[config.mk]
export PLATFORM = sky130hd
export DESIGN_NAME = lru_page_cache_directory_core
export DESIGN_NICKNAME = d
export VERILOG_FILES = /design/src/hw/rtl/lpcd_pkg.sv /design/src/hw/rtl/lru_page_cache_directory_core.sv
export SDC_FILE = /design/constraint.sdc
export NUM_CORES = 2
export LEC_CHECK = 0
export BUFFER_PORTS_ARGS = -buffer_cell sky130_fd_sc_hd__buf_2
export CAP_MARGIN = 40
export CELL_PAD_IN_SITES_DETAIL_PLACEMENT = 1
export CELL_PAD_IN_SITES_GLOBAL_PLACEMENT = 1
export CORE_MARGIN = 4
export CORE_UTILIZATION = 35
export DETAILED_ROUTE_END_ITERATION = 6
export PLACE_DENSITY = 0.55
export SYNTH_ARGS = -nofsm -noshare
export SYNTH_HDL_FRONTEND = slang
export SYNTH_SLANG_ARGS = --single-unit
export TNS_END_PERCENT = 10
[constraint.sdc]
create_clock -name clk_i -period 8.5 [get_ports clk_i]
set_input_delay 1.7 -clock clk_i [delete_from_list [all_inputs] [get_ports clk_i]]
set_output_delay 1.7 -clock clk_i [all_outputs]
set_load 0.02 [all_outputs]
[src/hw/rtl/lpcd_pkg.sv]
// Shared types, constants and helpers for the LRU page cache directory.
// No dependencies; imported by lru_page_cache_directory_core.
package lpcd_pkg;

  // Directory size and stored key width
  localparam int MAX_ENTRIES  = 16;
  localparam int FILE_ID_BITS = 8;

  localparam int IDX_W = (MAX_ENTRIES > 1) ? $clog2(MAX_ENTRIES) : 1;
  localparam int CNT_W = $clog2(MAX_ENTRIES + 1);

  // Fixed field widths
  localparam int CAP_W     = 5;
  localparam int KIND_W    = 2;
  localparam int FID_W     = 8;
  localparam int PID_W     = 32;
  localparam int SLOT_W    = 4;
  localparam int CTR_W     = 32;
  localparam int S_TDATA_W = 40;
  localparam int M_TDATA_W = 144;

  // Operation codes (input kind)
  typedef logic [KIND_W-1:0] kind_t;
  localparam kind_t OP_GET   = 2'd0;
  localparam kind_t OP_PUT   = 2'd1;
  localparam kind_t OP_FLUSH = 2'd2;

  // Result kinds
  localparam kind_t RK_ACCESS = 2'd0;
  localparam kind_t RK_WB     = 2'd1;
  localparam kind_t RK_DONE   = 2'd2;

  // Configuration register indexes
  typedef logic cfg_idx_t;
  localparam cfg_idx_t CFG_CAP     = 1'b0;
  localparam cfg_idx_t CFG_BACKING = 1'b1;

  typedef enum logic [2:0] {
    ST_IDLE,
    ST_LOOK,
    ST_COMMIT,
    ST_OUT_WB,
    ST_OUT_LAST,
    ST_FL_SCAN,
    ST_FL_OUT
  } st_e;

  // Outcome of one lookup, held for the commit cycle
  typedef struct packed {
    logic             hit;
    logic             evict;
    logic             wb;
    logic [IDX_W-1:0] slot;
  } look_t;

  // Lowest set bit of an entry vector
  function automatic logic [IDX_W-1:0] lowest_idx(input logic [MAX_ENTRIES-1:0] vec);
    logic [IDX_W-1:0] idx;
    idx = '0;
    for (int i = MAX_ENTRIES - 1; i >= 0; i--) begin
      if (vec[i]) idx = IDX_W'(i);
    end
    return idx;
  endfunction

endpackage

[src/hw/rtl/lru_page_cache_directory_core.sv]
// Fully associative LRU page cache directory, top level.
// Depends on lpcd_pkg (types, constants, priority encoder).

// Tracks up to MAX_ENTRIES (file, page) pairs with valid/dirty marks and an
// LRU rank per entry (0 = most recent). Ready is high only while idle; one
// word is in flight at a time. A get or put passes through a lookup state
// (all entries compared at once by the comparator bank) and a commit state,
// then its result words leave one per cycle that the sink takes: a writeback
// word first if a dirty eviction emits one, then the access word, and the
// block returns to idle once the last word is taken. A flush walks the ranks
// 0..MAX_ENTRIES-1 with the same comparator bank, one rank per cycle except
// where it emits a writeback word for a dirty entry and rescans that rank,
// then emits flush done. Kind 3 is accepted and dropped. Counter fields on
// every word are the totals after the whole input. Valid entries always hold
// ranks 0..occupancy-1, so the LRU victim is the valid entry whose rank
// equals occupancy-1. Config writes take effect on the next edge and are
// expected only while idle.
module lru_page_cache_directory_core
  import lpcd_pkg::*;
(
  input  logic                 clk_i,
  input  logic                 rst_ni,
  // input words
  input  logic                 s_axis_tvalid,
  output logic                 s_axis_tready,
  input  logic [S_TDATA_W-1:0] s_axis_tdata,  // file_id[7:0], page_id[39:8]
  input  logic [KIND_W-1:0]    s_axis_tuser,  // kind[1:0]
  // result words
  output logic                 m_axis_tvalid,
  input  logic                 m_axis_tready,
  // hit[0], fill_needed[1], slot[5:2], out_file_id[13:6], out_page_id[45:14],
  // hit_total[77:46], miss_total[109:78], eviction_total[141:110], zero[143:142]
  output logic [M_TDATA_W-1:0] m_axis_tdata,
  output logic [KIND_W-1:0]    m_axis_tuser,  // result_kind[1:0]
  output logic                 m_axis_tlast,
  // config writes
  input  logic                 cfg_we_i,
  input  cfg_idx_t             cfg_idx_i,
  input  logic [CAP_W-1:0]     cfg_data_i
);

  st_e state_q, state_d;

  // config
  logic [CAP_W-1:0] cap_q;
  logic             backing_q;

  // directory
  logic [FILE_ID_BITS-1:0] file_q [MAX_ENTRIES];
  logic [FILE_ID_BITS-1:0] file_d [MAX_ENTRIES];
  logic [PID_W-1:0]        page_q [MAX_ENTRIES];
  logic [PID_W-1:0]        page_d [MAX_ENTRIES];
  logic [IDX_W-1:0]        rank_q [MAX_ENTRIES];
  logic [IDX_W-1:0]        rank_d [MAX_ENTRIES];
  logic [MAX_ENTRIES-1:0]  valid_q, valid_d;
  logic [MAX_ENTRIES-1:0]  dirty_q, dirty_d;
  logic [CNT_W-1:0]        occ_q, occ_d;

  // stats
  logic [CTR_W-1:0] hits_q, hits_d;
  logic [CTR_W-1:0] misses_q, misses_d;
  logic [CTR_W-1:0] evicts_q, evicts_d;

  // current request
  logic                    req_put_q;
  logic [FILE_ID_BITS-1:0] req_fid_q;
  logic [PID_W-1:0]        req_pid_q;
  look_t                   look_q, look_d;
  logic [IDX_W-1:0]        scan_q, scan_d;

  // output word
  kind_t                   out_kind_q, out_kind_d;
  logic                    out_hit_q, out_hit_d;
  logic                    out_fill_q, out_fill_d;
  logic [IDX_W-1:0]        out_slot_q, out_slot_d;
  logic [FILE_ID_BITS-1:0] out_fid_q, out_fid_d;
  logic [PID_W-1:0]        out_pid_q, out_pid_d;
  logic                    out_last_q, out_last_d;

  logic                    accept;
  kind_t                   in_kind;
  logic [FILE_ID_BITS-1:0] in_fid;
  logic [PID_W-1:0]        in_pid;

  // comparator bank
  logic [MAX_ENTRIES-1:0] match_vec, victim_vec, flush_vec;
  logic [CNT_W-1:0]       occ_m1;
  logic [CAP_W-1:0]       cap_eff;
  logic                   full;
  logic [IDX_W-1:0]       victim_idx, flush_idx;

  assign accept  = s_axis_tvalid && s_axis_tready;
  assign in_kind = s_axis_tuser;
  assign in_fid  = FILE_ID_BITS'(s_axis_tdata[7:0]);
  assign in_pid  = s_axis_tdata[39:8];

  assign occ_m1 = occ_q - CNT_W'(1);

  always_comb begin
    for (int i = 0; i < MAX_ENTRIES; i++) begin
      match_vec[i]  = valid_q[i] && (file_q[i] == req_fid_q) && (page_q[i] == req_pid_q);
      victim_vec[i] = valid_q[i] && (rank_q[i] == occ_m1[IDX_W-1:0]);
      flush_vec[i]  = valid_q[i] && dirty_q[i] && backing_q && (rank_q[i] == scan_q);
    end
  end

  // capacity clamped to 1..MAX_ENTRIES
  always_comb begin
    if (cap_q == '0) begin
      cap_eff = CAP_W'(1);
    end else if (cap_q > CAP_W'(MAX_ENTRIES)) begin
      cap_eff = CAP_W'(MAX_ENTRIES);
    end else begin
      cap_eff = cap_q;
    end
  end

  assign full       = CAP_W'(occ_q) >= cap_eff;
  assign victim_idx = lowest_idx(victim_vec);
  assign flush_idx  = lowest_idx(flush_vec);

  // lookup outcome
  always_comb begin
    look_d.hit   = |match_vec;
    look_d.evict = !look_d.hit && full;
    look_d.wb    = look_d.evict && dirty_q[victim_idx] && backing_q;
    if (look_d.hit) begin
      look_d.slot = lowest_idx(match_vec);
    end else if (look_d.evict) begin
      look_d.slot = victim_idx;
    end else begin
      look_d.slot = lowest_idx(~valid_q);
    end
  end

  // directory and counter update
  always_comb begin
    logic [IDX_W-1:0] hit_rank;
    hit_rank = rank_q[look_q.slot];
    file_d   = file_q;
    page_d   = page_q;
    rank_d   = rank_q;
    valid_d  = valid_q;
    dirty_d  = dirty_q;
    occ_d    = occ_q;
    hits_d   = hits_q;
    misses_d = misses_q;
    evicts_d = evicts_q;
    case (state_q)
      ST_COMMIT: begin
        if (look_q.hit) begin
          for (int i = 0; i < MAX_ENTRIES; i++) begin
            if (valid_q[i] && (IDX_W'(i) != look_q.slot) && (rank_q[i] < hit_rank)) begin
              rank_d[i] = rank_q[i] + IDX_W'(1);
            end
          end
          rank_d[look_q.slot] = '0;
          if (req_put_q) begin
            dirty_d[look_q.slot] = 1'b1;
          end else begin
            hits_d = hits_q + CTR_W'(1);
          end
        end else begin
          for (int i = 0; i < MAX_ENTRIES; i++) begin
            if (valid_q[i] && (IDX_W'(i) != look_q.slot)) begin
              rank_d[i] = rank_q[i] + IDX_W'(1);
            end
          end
          valid_d[look_q.slot] = 1'b1;
          dirty_d[look_q.slot] = req_put_q;
          file_d[look_q.slot]  = req_fid_q;
          page_d[look_q.slot]  = req_pid_q;
          rank_d[look_q.slot]  = '0;
          if (!req_put_q) misses_d = misses_q + CTR_W'(1);
          if (look_q.evict) begin
            evicts_d = evicts_q + CTR_W'(1);
          end else begin
            occ_d = occ_q + CNT_W'(1);
          end
        end
      end
      ST_FL_SCAN: begin
        if (|flush_vec) dirty_d[flush_idx] = 1'b0;
      end
      default: ;
    endcase
  end

  // next state
  always_comb begin
    state_d = state_q;
    case (state_q)
      ST_IDLE: begin
        if (accept) begin
          case (in_kind)
            OP_GET, OP_PUT: state_d = ST_LOOK;
            OP_FLUSH:       state_d = ST_FL_SCAN;
            default:        state_d = ST_IDLE;
          endcase
        end
      end
      ST_LOOK:     state_d = ST_COMMIT;
      ST_COMMIT:   state_d = look_q.wb ? ST_OUT_WB : ST_OUT_LAST;
      ST_OUT_WB:   if (m_axis_tready) state_d = ST_OUT_LAST;
      ST_OUT_LAST: if (m_axis_tready) state_d = ST_IDLE;
      ST_FL_SCAN: begin
        if (|flush_vec) begin
          state_d = ST_FL_OUT;
        end else if (scan_q == IDX_W'(MAX_ENTRIES - 1)) begin
          state_d = ST_OUT_LAST;
        end
      end
      ST_FL_OUT:   if (m_axis_tready) state_d = ST_FL_SCAN;
      default:     state_d = ST_IDLE;
    endcase
  end

  // output word and scan counter
  always_comb begin
    scan_d     = scan_q;
    out_kind_d = out_kind_q;
    out_hit_d  = out_hit_q;
    out_fill_d = out_fill_q;
    out_slot_d = out_slot_q;
    out_fid_d  = out_fid_q;
    out_pid_d  = out_pid_q;
    out_last_d = out_last_q;
    case (state_q)
      ST_IDLE: scan_d = '0;
      ST_COMMIT, ST_OUT_WB: begin
        if ((state_q == ST_COMMIT) && look_q.wb) begin
          // victim still holds its old key this cycle
          out_kind_d = RK_WB;
          out_hit_d  = 1'b0;
          out_fill_d = 1'b0;
          out_slot_d = look_q.slot;
          out_fid_d  = file_q[look_q.slot];
          out_pid_d  = page_q[look_q.slot];
          out_last_d = 1'b0;
        end else if ((state_q == ST_COMMIT) || m_axis_tready) begin
          out_kind_d = RK_ACCESS;
          out_hit_d  = look_q.hit;
          out_fill_d = !look_q.hit && !req_put_q && backing_q;
          out_slot_d = look_q.slot;
          out_fid_d  = req_fid_q;
          out_pid_d  = req_pid_q;
          out_last_d = 1'b1;
        end
      end
      ST_FL_SCAN: begin
        if (|flush_vec) begin
          // the scan stays on this rank and rescans it after the word is taken
          out_kind_d = RK_WB;
          out_hit_d  = 1'b0;
          out_fill_d = 1'b0;
          out_slot_d = flush_idx;
          out_fid_d  = file_q[flush_idx];
          out_pid_d  = page_q[flush_idx];
          out_last_d = 1'b0;
        end else if (scan_q == IDX_W'(MAX_ENTRIES - 1)) begin
          out_kind_d = RK_DONE;
          out_hit_d  = 1'b0;
          out_fill_d = 1'b0;
          out_slot_d = '0;
          out_fid_d  = '0;
          out_pid_d  = '0;
          out_last_d = 1'b1;
        end else begin
          scan_d = scan_q + IDX_W'(1);
        end
      end
      default: ;
    endcase
  end

  // control state
  always_ff @(posedge clk_i or negedge rst_ni) begin
    if (!rst_ni) begin
      state_q   <= ST_IDLE;
      cap_q     <= CAP_W'(16);
      backing_q <= 1'b1;
      valid_q   <= '0;
      dirty_q   <= '0;
      occ_q     <= '0;
      hits_q    <= '0;
      misses_q  <= '0;
      evicts_q  <= '0;
      scan_q    <= '0;
      for (int i = 0; i < MAX_ENTRIES; i++) rank_q[i] <= '0;
    end else begin
      state_q  <= state_d;
      valid_q  <= valid_d;
      dirty_q  <= dirty_d;
      occ_q    <= occ_d;
      hits_q   <= hits_d;
      misses_q <= misses_d;
      evicts_q <= evicts_d;
      scan_q   <= scan_d;
      rank_q   <= rank_d;
      if (cfg_we_i) begin
        case (cfg_idx_i)
          CFG_CAP:     cap_q     <= cfg_data_i;
          CFG_BACKING: backing_q <= cfg_data_i[0];
          default: ;
        endcase
      end
    end
  end

  // payload
  always_ff @(posedge clk_i) begin
    file_q     <= file_d;
    page_q     <= page_d;
    out_kind_q <= out_kind_d;
    out_hit_q  <= out_hit_d;
    out_fill_q <= out_fill_d;
    out_slot_q <= out_slot_d;
    out_fid_q  <= out_fid_d;
    out_pid_q  <= out_pid_d;
    out_last_q <= out_last_d;
    if (accept) begin
      req_put_q <= (in_kind == OP_PUT);
      req_fid_q <= in_fid;
      req_pid_q <= in_pid;
    end
    if (state_q == ST_LOOK) look_q <= look_d;
  end

  assign s_axis_tready = (state_q == ST_IDLE);
  assign m_axis_tvalid = (state_q == ST_OUT_WB) || (state_q == ST_OUT_LAST) ||
                         (state_q == ST_FL_OUT);
  assign m_axis_tuser  = out_kind_q;
  assign m_axis_tlast  = out_last_q;
  assign m_axis_tdata  = {2'b00, evicts_q, misses_q, hits_q, out_pid_q,
                          FID_W'(out_fid_q), SLOT_W'(out_slot_q), out_fill_q, out_hit_q};

  // one item at a time: no result word is offered while taking input
  a_no_overlap: assert property (@(posedge clk_i) disable iff (!rst_ni)
    s_axis_tready |-> !m_axis_tvalid)
    else $error("input ready while a result word is pending");

  // occupancy counter tracks the valid marks
  a_occ_count: assert property (@(posedge clk_i) disable iff (!rst_ni)
    occ_q == CNT_W'($countones(valid_q)))
    else $error("occupancy count out of step with valid marks");

  // a taken writeback of an access is followed by its access word
  a_wb_then_access: assert property (@(posedge clk_i) disable iff (!rst_ni)
    (state_q == ST_OUT_WB) && m_axis_tready |=>
      m_axis_tvalid && m_axis_tlast && (m_axis_tuser == RK_ACCESS))
    else $error("access word missing after eviction writeback");

  // counters move only in the commit cycle
  a_ctr_commit: assert property (@(posedge clk_i) disable iff (!rst_ni)
    (state_q != ST_COMMIT) |=> $stable(hits_q) && $stable(misses_q) && $stable(evicts_q))
    else $error("statistics counter changed outside commit");

endmodule
# --- Word-level counts from Yosys, hierarchy flattened ---
# Cells that the tools add are included.
totals:
  in_bits: 53
  regBits: 947
  wordCells: 642
  output_inout_bits: 149
classes:
  eq_ne: 98
  bitwise_logic: 14
  add_sub_neg: 22
  magnitude_cmp: 26
  n_reduce_logical: 166
  muxes: 244
op_table:
  columns: ["operator", "count"]
  rows:
  - ["$mux 4", 171]
  - ["$bwmux 512", 1]
  - ["$eq 32x32->1", 16]
  - ["$mux 32", 9]
  - ["$bmux 32 s4", 2]
  - ["$logic_and 1x1->1", 138]
  - ["$and 64x64->64", 2]
  - ["$bwmux 128", 1]
  - ["$demux 32 s4", 1]
  - ["$eq 4x4->1", 32]
  - ["$eq 8x8->1", 16]
  - ["$add 32x1->32 const B", 3]
  - ["$mux 8", 9]
  - ["$add 4x1->4 const B", 17]
  - ["$bmux 8 s4", 2]
  - ["$lt 4x4->1", 16]
  - ["$mux 64", 1]
  - ["$not 64->64", 1]
  - ["$pmux 32 s2", 1]
  - ["$mux 16", 3]
  - ["$demux 8 s4", 1]
  - ["$ne 4x4->1 const A", 8]
  - ["$not 16->16", 2]
  - ["$or 16x16->16", 2]
  - ["51 further kinds", 115]

# --- Depth between registers and ports, before layout ---
logic_depth:
  word_depth: 27
  mapped_depth: 16
  mapped_depth_nobuf: 14

# --- Worst setup path after synthesis ---
# OpenSTA, ideal clock, no wires.
synth_timing:
  path_type: "register to register"
  startpoint: "register, netlist name look_q[0]"
  endpoint: "register file_q[48] in the netlist's numbering (enable)"
  setup_ns: 0.488
  path_buffers: 4
  arrival_ns: 4.786
  synth_period_minus_slack_ns: 5.275
  stages_incl_launch_ff: 7
  setup_slack_ns: 3.225
  path_cell_list: "edfxtp_1 -> buf_2 -> buf_1 -> clkbuf_1 -> clkbuf_1 -> nand2b_1 -> nor3_1"
synth_lines:
  columns: ["element", "line_no", "text"]
  rows:
  - ["to (signal assigned)", "lru_page_cache_directory_core.sv:312", "file_q <= file_d;"]
  - ["to (decl)", "lru_page_cache_directory_core.sv:49", "logic [FILE_ID_BITS-1:0] file_q [MAX_ENTRIES];"]

# --- Worst setup path after layout ---
layout_timing:
  startpoint: "register scan_q[1]"
  endpoint: "register out_pid_q[8], data pin"
layout_between:
  elab_chain_cells: 24
layout_rtl:
  columns: ["element", "line_no", "text"]
  rows:
  - ["from (decl)", "lru_page_cache_directory_core.sv:69", "logic [IDX_W-1:0] scan_q, scan_d;"]
  - ["from (signal assigned)", "lru_page_cache_directory_core.sv:298", "scan_q <= scan_d;"]
  - ["$eq 4x4->1", "lru_page_cache_directory_core.sv:103", "flush_vec[i] = valid_q[i] && dirty_q[i] && backing_q && (rank_q[i] == scan_q);"]
  - ["$logic_and 1x1->1", "lru_page_cache_directory_core.sv:103", null]
  - ["$mux 4 (16 in a row)", "lpcd_pkg.sv:61", "if (vec[i]) idx = IDX_W'(i);"]
  - ["$not 4->5 (not written as such)", "lru_page_cache_directory_core.sv:258", "out_pid_d = page_q[flush_idx];"]
  - ["$bmux 32 s4", "lru_page_cache_directory_core.sv:258", null]
  - ["$mux 32 (not written as such) (2 in a row)", "lru_page_cache_directory_core.sv:258", null]
  - ["$mux 32 *", "lru_page_cache_directory_core.sv:251", "if (|flush_vec) begin"]
  - ["$pmux 32 s2 *", "lru_page_cache_directory_core.sv:228", "case (state_q)"]
  - ["net out_pid_d[8]", "lru_page_cache_directory_core.sv:77", "logic [PID_W-1:0] out_pid_q, out_pid_d;"]
  - ["to (signal assigned)", "lru_page_cache_directory_core.sv:319", "out_pid_q <= out_pid_d;"]
  - ["to (decl)", "lru_page_cache_directory_core.sv:77", null]
# The timed path passes the listed nets; every way through them passes the cells marked *. The select of a mux whose other input is x is not followed.
# A chain may end at the register's enable or synchronous reset.

==> parameters.txt <==
Parameter                              Value

GRT
  Largest net degree at the start of global routing ... 133
  Global-route wire length before repair ... 381 mm
  Vias in the first global route ... roughly 43,000
  Initial antenna violation count ... 14
  Global-route usage over all layers ... between 30 and 40%
  Total congestion overflow after global routing ... 0

Pwr
  Net switching power ... 7680 µW
  Power density cells ... just under 300 nW/µm²
  Highest ir drop seen on vdd ... 0.218 mV
  Share of total power in combinational logic ... 40.0%
  Share of total power in the clock network ... between 20 and 30%
  Share of total power consumed by net switching ... 40.7%
  Total internal power ... 11,200 µW
  Cell leakage power ... 0.0219 µW
  Sequential power share ... 32.2%

STA
  Number of endpoints failing setup at the final stage ... 0
  Count of endpoints failing hold in the final timing report ... 0
  Fmax achieved ... 193 MHz
  Tightest Pin Transition ... about 1.3 ns
  Final hold slack ... between 0.4 and 0.5 ns
  Max-slew violation total from the final report ... 0
  Unrepaired setup endpoints after global routing ... no
  Post-route clock period utilization ... between 60% and 70%
  Setup TNS ... 0 ns
  Setup clock skew after layout ... 0.0467 ns
  Worst-case headroom to the max-slew limit ... 11.2%
  Final Critical Period ... around 5.2 ns

Critical path
  Setup slack of the most critical reg-to-reg path ... 3.31 ns
  Critical path start-end classification ... flip-flop to flip-flop
  Critical path capture point ... out_pid_q[8]
  Cells on worst reg2reg path ... 12
  Critical register-to-register path startpoint ... scan_q[1]
  Critical Path Sink Type ... flip-flop
  Required time of the worst setup path ... 9.06 ns
  Crit Path Max Fanout ... 45
  Worst setup path startpoint ... scan_q[1]
  CP Launch Type ... flip-flop
  Worst Path Arrival ... between 5 and 6 ns
  R2R Path End ... out_pid_q[8]

Synth
  Netlist cell types ... 86
  Total of warnings raised by yosys ... 0
  Predominant post-synthesis flop cell ... edfxtp_1
  Syn_area_per_cell ... 11.6 µm²
  Async set-reset flop share out of synthesis ... 22.2%
  Sequential element share of the synthesized area ... 49.8%
  Synthesized flop and latch total ... 947
  Gate count of the mapped netlist ... 4,730
  Number of enable flip-flop cells after synthesis ... between 700 and 800
  Post-Syn Area ... 55,000 µm²

Drt
  Total vias in the final route ... 45,100
  Vias per std cell ... ~6.4
  Wire per inst ... 39.8 µm
  1st-pass router iterations ... 6
  Total routed wirelength ... 282 mm
  Number of nets with antenna violations after routing ... 0
  Drt drc ... 0
  DRC marker count from the first detailed-route iteration ... 7,178

Floorplanning
  Full die area ... 163,000 µm²
  Die height ... between 400 and 500 µm
  Placement Rows ... 145
  # IOs ... about 200
  X dimension of the die ... 404 µm
  Std-Cell Core Area ... about 160,000 µm²
  Initial core utilization ... 35.2%

Clock network
  Clock sink total ... 947
  Hold buffer count at cts ... 0
  TritonCTS Buffers ... 113
  Number of H-tree levels ... 3
  Number of gates resized after CTS ... 0
  Number of buffers inserted to repair setup after CTS ... 0
  Clock tree from TritonCTS ... yes
  Root Driver ... clkbuf_16
  Clock edge transition at the registers on the reported setup and hold paths ... 0.07 ns
  Maximum count of clock buffers along a single path ... 3
  Clk Latency, worst-skew pair ... 0.79 ns

Placed design
  Port Buffer Count ... roughly 200
  Placer congestion estimate ... 1.07
  Placed Cells ... roughly 7,000
  Detailed-placement wirelength estimate ... 203 mm

Cells and area
  Area used by sequential logic in the layout ... roughly 27,000 µm²
  Area of the multi-input gates ... 26,300 µm²
  Filler instances ... approximately 17,000
  Layout-stage area growth over the synthesis result ... 15.3%
  Number of standard cells in the final layout excluding fillers ... 7,089
  Most frequent cells in the layout ... edfxtp_1, xnor2_1, nand2_1
  Number of nets in the finished design ... 5,059
  Fraction of final layout cells sized beyond drive strength 1 ... 17.9%
  Final core area utilization ... between 40 and 50%
  Most common cell after layout, fill and taps aside ... edfxtp_1

Status
  Status ... complete, no violations

Hold path
  Class of the tightest hold or removal check ... flip-flop to flip-flop

Flow run
  Max-cap check violation count ... 0
[layer usage]
layer | share of wire [%] | vias to the layer above | GRT usage (%)
met5 | 0.010 | - | 0
met4 | 7.1 | 4 | 19.7
met3 | 9.8 | 617 | 7.67
met2 | 43 | 2842 | 49.6
met1 | 40 | 23500 | 45.7
li1 | - | 18100 | -
[synth_stat cells, types with 42 or more instances]
cell      count  area, µm²
edfxtp_1    737      22100
xnor2_1     693       6070
nand2_1     594       2230
nand4_1     227       1420
mux4_2      220       4950
clkbuf_1    219        822
nor2_1      210        788
dfrtp_1     208       5200
nand3_1     193        966
o21ai_0     190        951
xor2_1      136       1190
a21oi_1     128        641
nor3_1       89        445
ha_1         75        938
a32oi_1      63        552
o22ai_1      55        344
buf_1        47        176
nor4_1       47        294
nand2b_1     46        288
buf_2        43        215
mux2i_1      42        420
[final cells by class]
class / count / area share, %
Sequential cell: 947 / 43.2
Inverter: 38 / 0.225
Clock buffer: 137 / 4.87
Antenna cell: 8 / 0.0316
Multi-Input combinational cell: 3421 / 41.5
Clock inverter: 70 / 1.31
Tap cell: 2058 / 4.06
Timing Repair Buffer: 410 / 4.75
[stage by stage]
step                      worst slack [ns]  area, µm²  total power (µW)
after floorplan                       3.23      55000             10200
after global placement                3.43      58600             13200
after detailed placement              3.55      59400             13500
after CTS                             3.54      63300             18700
after global routing                  3.08      63400             19400
final                                 3.31      63400             18800
[power by group through the flow]
stage	logic [µW]	registers [µW]	clock network, µW
after floorplan	4160	6080	0
final	7530	6060	5240
after global placement	7070	6160	0
after global routing	7780	6090	5510
after CTS	7360	6060	5330
after detailed placement	7340	6140	0
[kinds of logic (layout without fill, tap and decap cells)]
family,after synthesis,after routing,synth area share [%]
AO/OA/AOI/OAI,685,685,8.24
XOR/XNOR,852,852,14.2
adder cells (fa/ha/maj),75,75,1.71
buffers and inverters,363,655,2.70
flip-flops,947,947,49.8
multiplexers,274,274,10.0
other,1,10,0.00682
AND/OR/NAND/NOR,1533,1533,13.3
[worst max-delay path: stages (launching register included)]
cell and delay [ns]:
dfrtp_1 0.58, buf_4 0.31, xnor2_1 0.14, nand4_1 0.11, nor4_1 0.67, nor4_1 0.15
a211oi_1 0.55, o21a_4 0.65, or3_1 0.60, buf_4 0.35, o22ai_1 0.11, a2111o_1 0.42
o32ai_1 0.30
[registers in the layout, indices dropped and copies added (netlist names), 32 cells and up]
signal	count
evicts_q	32
file_q	128
hits_q	32
misses_q	32
out_pid_q	32
page_q	512
rank_q	64
req_pid_q	32
[worst min path at each step]
stage / start / to / slack [ns] / cells after the start
2_1_floorplan: occ_q[4] / occ_q[4] / 0.45 / 1
3_3_place_gp: evicts_q[31] / evicts_q[31] / 0.45 / 1
3_5_place_dp: hits_q[31] / hits_q[31] / 0.46 / 1
4_1_cts: hits_q[31] / hits_q[31] / 0.47 / 1
5_1_grt: evicts_q[31] / evicts_q[31] / 0.49 / 1
6_report: evicts_q[31] / evicts_q[31] / 0.46 / 1
No activity file was read; power rests on OpenSTA's default activity.
